[src/rtl/svm_pkg.sv]
//------------------------------------------------------------------------------
// svm_pkg
// Shared types, opcodes and sizes of the stack machine execute unit.
//------------------------------------------------------------------------------
package svm_pkg;

  localparam int WORD_BITS  = 32;
  localparam int DATA_DEPTH = 64;
  localparam int CALL_DEPTH = 32;
  localparam int NUM_REGS   = 8;
  localparam int LINE_COUNT = 1024;

  localparam int DA_BITS = $clog2(DATA_DEPTH);
  localparam int DD_BITS = $clog2(DATA_DEPTH + 1);
  localparam int CA_BITS = $clog2(CALL_DEPTH);
  localparam int CD_BITS = $clog2(CALL_DEPTH + 1);
  localparam int RA_BITS = $clog2(NUM_REGS);
  localparam int CNT_BITS = $clog2(WORD_BITS + 1);

  typedef enum logic [4:0] {
    OP_BEGIN = 5'd0,  OP_END = 5'd1,  OP_PUSH = 5'd2,  OP_POP = 5'd3,
    OP_PUSHR = 5'd4,  OP_POPR = 5'd5, OP_ADD = 5'd6,   OP_SUB = 5'd7,
    OP_MUL = 5'd8,    OP_DIV = 5'd9,  OP_IN = 5'd10,   OP_OUT = 5'd11,
    OP_LABEL = 5'd12, OP_JMP = 5'd13, OP_JEQ = 5'd14,  OP_JNE = 5'd15,
    OP_JGT = 5'd16,   OP_JGE = 5'd17, OP_JLT = 5'd18,  OP_JLE = 5'd19,
    OP_CALL = 5'd20,  OP_RET = 5'd21
  } op_t;

  typedef enum logic [2:0] {
    ST_OK = 3'd0, ST_LABEL = 3'd1, ST_DUNDER = 3'd2, ST_DOVER = 3'd3,
    ST_DIVZERO = 3'd4, ST_CUNDER = 3'd5, ST_COVER = 3'd6
  } status_t;

  typedef enum logic [1:0] {
    ALU_MUL = 2'd0, ALU_DIV = 2'd1
  } alu_op_t;

  typedef struct packed {
    logic    start;
    alu_op_t op;
  } alu_ctl_t;

endpackage

[src/rtl/svm_alu.sv]
//------------------------------------------------------------------------------
// svm_alu
// Shared iterative unit: shift-add multiply and restoring signed divide,
// one bit per cycle.
//------------------------------------------------------------------------------
module svm_alu (
  input  logic                         clk,
  input  logic                         rst,
  input  svm_pkg::alu_ctl_t            ctl,
  input  logic [svm_pkg::WORD_BITS-1:0] a,
  input  logic [svm_pkg::WORD_BITS-1:0] b,
  output logic                         done,
  output logic [svm_pkg::WORD_BITS-1:0] result
);
  import svm_pkg::*;

  logic                 busy;
  alu_op_t              op;
  logic [CNT_BITS-1:0]  cnt;
  logic [WORD_BITS-1:0] acc;
  logic [WORD_BITS-1:0] opa;
  logic [WORD_BITS-1:0] opb;
  logic                 neg;
  logic [WORD_BITS:0]   rem_sh;
  logic [WORD_BITS:0]   rem_sub;

  // divide: opb holds dividend magnitude shifting out into acc (remainder)
  assign rem_sh  = {acc, opb[WORD_BITS-1]};
  assign rem_sub = rem_sh - {1'b0, opa};

  always_ff @(posedge clk) begin
    if (rst) begin
      busy <= 1'b0;
      done <= 1'b0;
      cnt  <= '0;
    end else begin
      done <= 1'b0;
      if (ctl.start) begin
        busy <= 1'b1;
        cnt  <= CNT_BITS'(WORD_BITS);
      end else if (busy) begin
        cnt <= cnt - 1'b1;
        if (cnt == CNT_BITS'(1)) begin
          busy <= 1'b0;
          done <= 1'b1;
        end
      end
    end
  end

  always_ff @(posedge clk) begin
    if (ctl.start) begin
      op  <= ctl.op;
      acc <= '0;
      if (ctl.op == ALU_MUL) begin
        opa <= a;
        opb <= b;
        neg <= 1'b0;
      end else begin
        opa <= a[WORD_BITS-1] ? -a : a;
        opb <= b[WORD_BITS-1] ? -b : b;
        neg <= a[WORD_BITS-1] ^ b[WORD_BITS-1];
      end
    end else if (busy) begin
      if (op == ALU_MUL) begin
        if (opb[0]) acc <= acc + opa;
        opa <= opa << 1;
        opb <= opb >> 1;
      end else begin
        if (!rem_sub[WORD_BITS]) begin
          acc <= rem_sub[WORD_BITS-1:0];
          opb <= {opb[WORD_BITS-2:0], 1'b1};
        end else begin
          acc <= rem_sh[WORD_BITS-1:0];
          opb <= {opb[WORD_BITS-2:0], 1'b0};
        end
      end
    end
  end

  always_comb begin
    if (op == ALU_MUL) result = acc;
    else result = neg ? -opb : opb;
  end

endmodule

[config.mk]
export PLATFORM = sky130hd
export DESIGN_NAME = svm_alu
export DESIGN_NICKNAME = d
export VERILOG_FILES = /design/src/rtl/svm_pkg.sv /design/src/rtl/svm_alu.sv
export SDC_FILE = /design/constraint.sdc
export NUM_CORES = 1
export LEC_CHECK = 0
export ABC_AREA = 1
export CORE_MARGIN = 3
export CORE_UTILIZATION = 50
export DETAILED_ROUTE_END_ITERATION = 6
export DONT_BUFFER_PORTS = 1
export PLACE_DENSITY = 0.73
export SETUP_SLACK_MARGIN = 0.05
export SLEW_MARGIN = 20
export SYNTH_ARGS = -nofsm -noshare
export SYNTH_HDL_FRONTEND = slang
export SYNTH_SLANG_ARGS = --single-unit
[constraint.sdc]
create_clock -name clk -period 4.5 [get_ports clk]
set_clock_uncertainty 0.1 [all_clocks]
set_input_delay 0.225 -clock clk [delete_from_list [all_inputs] [get_ports clk]]
set_output_delay 0.225 -clock clk [all_outputs]
set_load 0.02 [all_outputs]
* Yosys cells after proc, flatten, opt, wreduce, memory -nomap -nowiden
Index checks and enable logic that the tools add are counted.
Storage, ports and cells: word-level logic and storage cells 49, input bits 69, register bits after elaboration 107, output and inout port bits 33
Operators by class: equality and inequality tests 2, $add $sub $neg 6, bitwise logic cells 2, reduce and logical (&&, ||, !) cells 8, muxes and demuxes 22
Operators with widths (number):
- $mux 32 | 15
- $neg 32->32 | 3
- $sub 33x32->33 | 1
- $add 32x32->32 | 1
- $mux 6 | 2
- $eq 6x1->1 const B | 1
- $sub 6x1->6 const B | 1
- $mux 1 | 5
- $logic_not 2->1 | 2
- $reduce_and 2->1 | 2
- $reduce_bool 2->1 | 2
- $reduce_or 3->1 | 1
- $ne 2x2->1 const B | 1
- $reduce_or 2->1 | 1
- $not 1->1 | 1
- $xor 1x1->1 | 1

* Depth between registers and ports, before layout
depth after elaboration 5, gate-level depth with buffers 21, mapped depth without buffers 20

* Least setup slack after synthesis
Ideal clock, no wire load.
kind flip-flop to flip-flop, start register op[1], end register opa[0], enable pin, path slack 0.330 ns, path buffers 2, cell stages (with the launch flop) 6, data required time 3.934 ns, arrival 3.604 ns, clock period less this slack 4.170 ns, library setup time 0.466 ns, path through edfxtp_1 -> nor2_1 -> clkinv_1 -> clkbuf_1 -> clkbuf_1 -> o21ai_0
On the way: cells in the longest elaborated chain, start to end 3
Ends and longest elaborated chain:
- from (decl) | line svm_alu.sv:18 | alu_op_t op;
- from (signal assigned) | line svm_alu.sv:53 | op <= ctl.op;
- $logic_not 2->1 | line svm_alu.sv:65 | if (op == ALU_MUL) begin
- $reduce_bool 2->1 (no line)
- $reduce_and 2->1 (no line)
- to (signal assigned) | line svm_alu.sv:60 | opa <= a[WORD_BITS-1] ? -a : a;
- to (signal assigned) | line svm_alu.sv:67 | opa <= opa << 1;
- to (decl) | line svm_alu.sv:21 | logic [WORD_BITS-1:0] opa;
Every way passes these cells. A chain may end at the register's enable or synchronous reset.

* Final worst setup path
start register opb[31], end register acc[27]
On the way: cells in the longest elaborated chain, start to end 3
Ends and longest elaborated chain:
- from (decl) | line svm_alu.sv:22 | logic [WORD_BITS-1:0] opb;
- from (signal assigned) | line svm_alu.sv:61 | opb <= b[WORD_BITS-1] ? -b : b;
- from (signal assigned) | line svm_alu.sv:68 | opb <= opb >> 1;
- from (signal assigned) | line svm_alu.sv:72 | opb <= {opb[WORD_BITS-2:0], 1'b1};
- $sub 33x32->33 | line svm_alu.sv:29 | assign rem_sub = rem_sh - {1'b0, opa};
- $mux 32 | line svm_alu.sv:70 | if (!rem_sub[WORD_BITS]) begin
- $mux 32 | line svm_alu.sv:65
- to (signal assigned) | line svm_alu.sv:66 | if (opb[0]) acc <= acc + opa;
- to (signal assigned) | line svm_alu.sv:71 | acc <= rem_sub[WORD_BITS-1:0];
- to (signal assigned) | line svm_alu.sv:74 | acc <= rem_sh[WORD_BITS-1:0];
- to (decl) | line svm_alu.sv:20 | logic [WORD_BITS-1:0] acc;
Every way passes these cells.

==> reports/results.txt <==
Total power after layout: 4.07 mW
Insertion delay to the later sink of the worst-skew pair: 0.38 ns
N_diodes: 0
Buffer cell driving the clock tree root: clkbuf_16
Number of buffers inserted by hold repair at cts: 9
Residual DRC: 0
Vias per std cell: 5.62
Floorplan die width: 164 µm
Least-Margin Pin Slew: 0.913 ns
Reg2reg setup slack: 1.22 ns
Fraction of final layout cells sized beyond drive strength 1: 5.39%
Post-Syn Instances: 2086
CTS Buf Count: 9
Layout-stage area growth over the synthesis result: 4.95%
Chip Height: 164 µm
Top-area cell type share of the netlist area: 18.0%
Final #Nets: 2195
Async set or reset register ratio after synthesis: 0%
Sinks on the clock net: 107
Number of global-route vias before repair: 12300
Average wire length per cell after detail routing: 17.7 µm
Clock slew seen by the registers of the worst setup and hold paths: 0.08 ns
Netlist cell types: 54
Sequential element share of the synthesized area: 22.4%
Initial antenna violation count: 0
Dominant cells by area after synthesis: nand2_1 (18%), edfxtp_1 (16%), inv_1 (10%)
Mapped Avg Cell Area: 6.01 µm²
Count of flip-flops with a built-in enable after synthesis: 67
Cell area power density: 310 nW/µm²
Final clock period utilization by the worst path: 72.9%
Run status: complete, no violations
# Post-CTS Setup Buffers: 0
Kind of critical path: reg2reg
RD Place Congestion: 0.985
P_leak: 6.56 nW
Highest net fanout along the worst path: 49
TritonCTS clock tree: built
Cell row count: 57
Area of the die: 27000 µm²
Detailed placer's ending HPWL: 33.2 mm
Peak supply drop: 212 µV
Count of vias placed by the detailed router: 13400
Hold Fails Final Rpt: 0
Place WS: 1.30 ns
Count of pins over their slew limit: 0
Wire length after detailed routing: 42.2 mm
Remaining Overflow, GRT: 0
Min-Delay Path Class: in2reg
Main synth FF type: edfxtp_1
Final ANT Viol Nets: 0
Largest area contributor in the synthesized netlist: nand2_1
Min Clock Period, post-route: 3.28 ns
CTS resizes: 0
PnR worst setup slack: 1.22 ns
Relative slew slack: 38.5%
Highest clock frequency the design can meet: 305 MHz
Net count after synthesis: 2225
Maximum level of the CTS H-tree: 3
Initial Util: 51.2%
Max cap viols: 0
Warning count from the yosys run: 0
Area of the core: 24500 µm²
Cell area after technology mapping: 12500 µm²
Largest net degree at the start of global routing: 80
Required time of the critical path: 4.71 ns
RSZ-0062 raised after global routing: false
Post-synthesis sequential element count: 107
Overall Global Routing Usage: 31.3%
Deepest clock path buffer count: 2
Wire length of the first global-routing pass: 65.9 mm
Number of failing setup endpoints in the final timing report: 0
Kind of end point of the critical path: flop
I/O pin count: 102
Setup_tns: 0 ns
Startpoint class of the critical path: flop
Violation count after the first detailed-route iteration: 1358
Number of detailed-routing iterations run before antenna repair: 6
I/O Buffers: 0
Worst EP arrival: 3.49 ns
==> stage by stage <==
step / cell area, µm² / utilization, % / cells / hold slack (ns)
2_1_floorplan: 12500 / - / 2086 / 0.194
3_3_place_gp: 12700 / 52.1 / 2360 / 0.195
3_5_place_dp: 12700 / 52.1 / 2360 / 0.198
4_1_cts: 13200 / 53.8 / 2385 / 0.00160
5_1_grt: 13200 / 53.8 / 2385 / 0.0128
6_report: 13200 / 53.8 / 2385 / 0.00270
==> worst paths after layout <==
| check | endpoint | cells after the start | startpoint |
|---|---|---|---|
| setup / recovery | acc[27] | 18 | opb[31] |
| hold reg to reg | cnt[0] | 2 | cnt[0] |
| hold / removal | opb[24] | 2 | b[24] |
| setup reg to reg | acc[27] | 18 | opb[31] |
==> layer usage <==
layer / track usage, % / share of wire (%)
met5: 0 / 0
met4: 12.0 / 3.5
met3: 5.17 / 9.5
met2: 51.1 / 45
met1: 41.5 / 42
==> cells in the mapped netlist, drive strengths merged, types with 2 or more instances <==
library cell,n
nand2,615
inv,346
nor2,204
nand3,168
o21ai,167
a21oi,137
ha,68
edfxtp,67
clkbuf,44
dfxtp,40
nor3,38
xor2,36
o211ai,28
nand4,23
buf,16
o221ai,11
nand3b,10
xnor2,10
or2,9
nor4,7
o21bai,7
o22ai,5
o32ai,5
a31oi,4
o31ai,4
a22oi,3
a211oi,2
a21o,2
fa,2
nor3b,2
==> placed cells by master (no fill, tap or decap), types with 6 or more instances in the layout <==
| cell type | Yosys | layout |
|---|---|---|
| nand2_1 | 600 | 600 |
| inv_1 | 341 | 340 |
| nor2_1 | 200 | 199 |
| o21ai_0 | 160 | 159 |
| nand3_1 | 154 | 154 |
| a21oi_1 | 119 | 118 |
| ha_1 | 68 | 68 |
| edfxtp_1 | 67 | 67 |
| dfxtp_1 | 40 | 40 |
| xor2_1 | 36 | 36 |
| nor3_1 | 33 | 33 |
| nand4_1 | 23 | 23 |
| o211ai_1 | 19 | 19 |
| a21oi_2 | 17 | 17 |
| nand3_2 | 13 | 13 |
| nand2_2 | 11 | 11 |
| o221ai_1 | 11 | 11 |
| xnor2_1 | 10 | 10 |
| nand3b_1 | 10 | 10 |
| buf_4 | 2 | 10 |
| o211ai_2 | 9 | 9 |
| clkbuf_16 | 0 | 9 |
| or2_2 | 8 | 8 |
| dlygate4sd3_1 | 0 | 8 |
| o21ai_1 | 7 | 7 |
| nor4_1 | 7 | 7 |
| o21bai_1 | 7 | 7 |
| inv_2 | 5 | 6 |
==> critical path, stage by stage (launching register included) <==
cell and delay [ns]:
edfxtp_1 0.39, inv_1 0.11, ha_1 0.23, fa_1 0.41
inv_1 0.11, nand2_1 0.06, nand2_1 0.08, nand3_1 0.08
nand2_2 0.13, nand2_2 0.07, nand2_4 0.08, nand2_4 0.06
nand2_2 0.07, nand2_4 0.09, nand2_4 0.47, inv_2 0.27
nand2_1 0.14, nand3_2 0.08, a21oi_2 0.13
==> registers in the layout, summed over array words and instances, names as in the netlist <==
register and cells:
opb 32, done 1, busy 1, neg 1
opa 32, acc 32, op 2, cnt 6
==> power by group <==
group	switching, mW	internal [mW]
sequential	0.155	1.17
clock	0.440	0.397
combinational	1.31	0.598
total	1.90	2.17
==> cell families (layout without fill, tap and decap cells) <==
logic type,Yosys count,count (layout),share of synthesized area (%)
flip-flops,107,107,22.4
XOR/XNOR,46,46,3.21
AO/OA/AOI/OAI,377,377,17.6
AND/OR/NAND/NOR,1079,1079,37.0
buffers and inverters,407,382,12.7
adder cells (fa/ha/maj),70,70,7.11
==> layout make-up <==
class / instances / area (µm²)
Timing Repair Buffer: 19 / 175
Clock inverter: 7 / 80.1
Clock buffer: 9 / 225
Fill cell: 2522 / 11300
Sequential cell: 107 / 2810
Multi-Input combinational cell: 1572 / 8150
Tap cell: 324 / 405
Inverter: 347 / 1300
(Power assumes the default switching activity.)
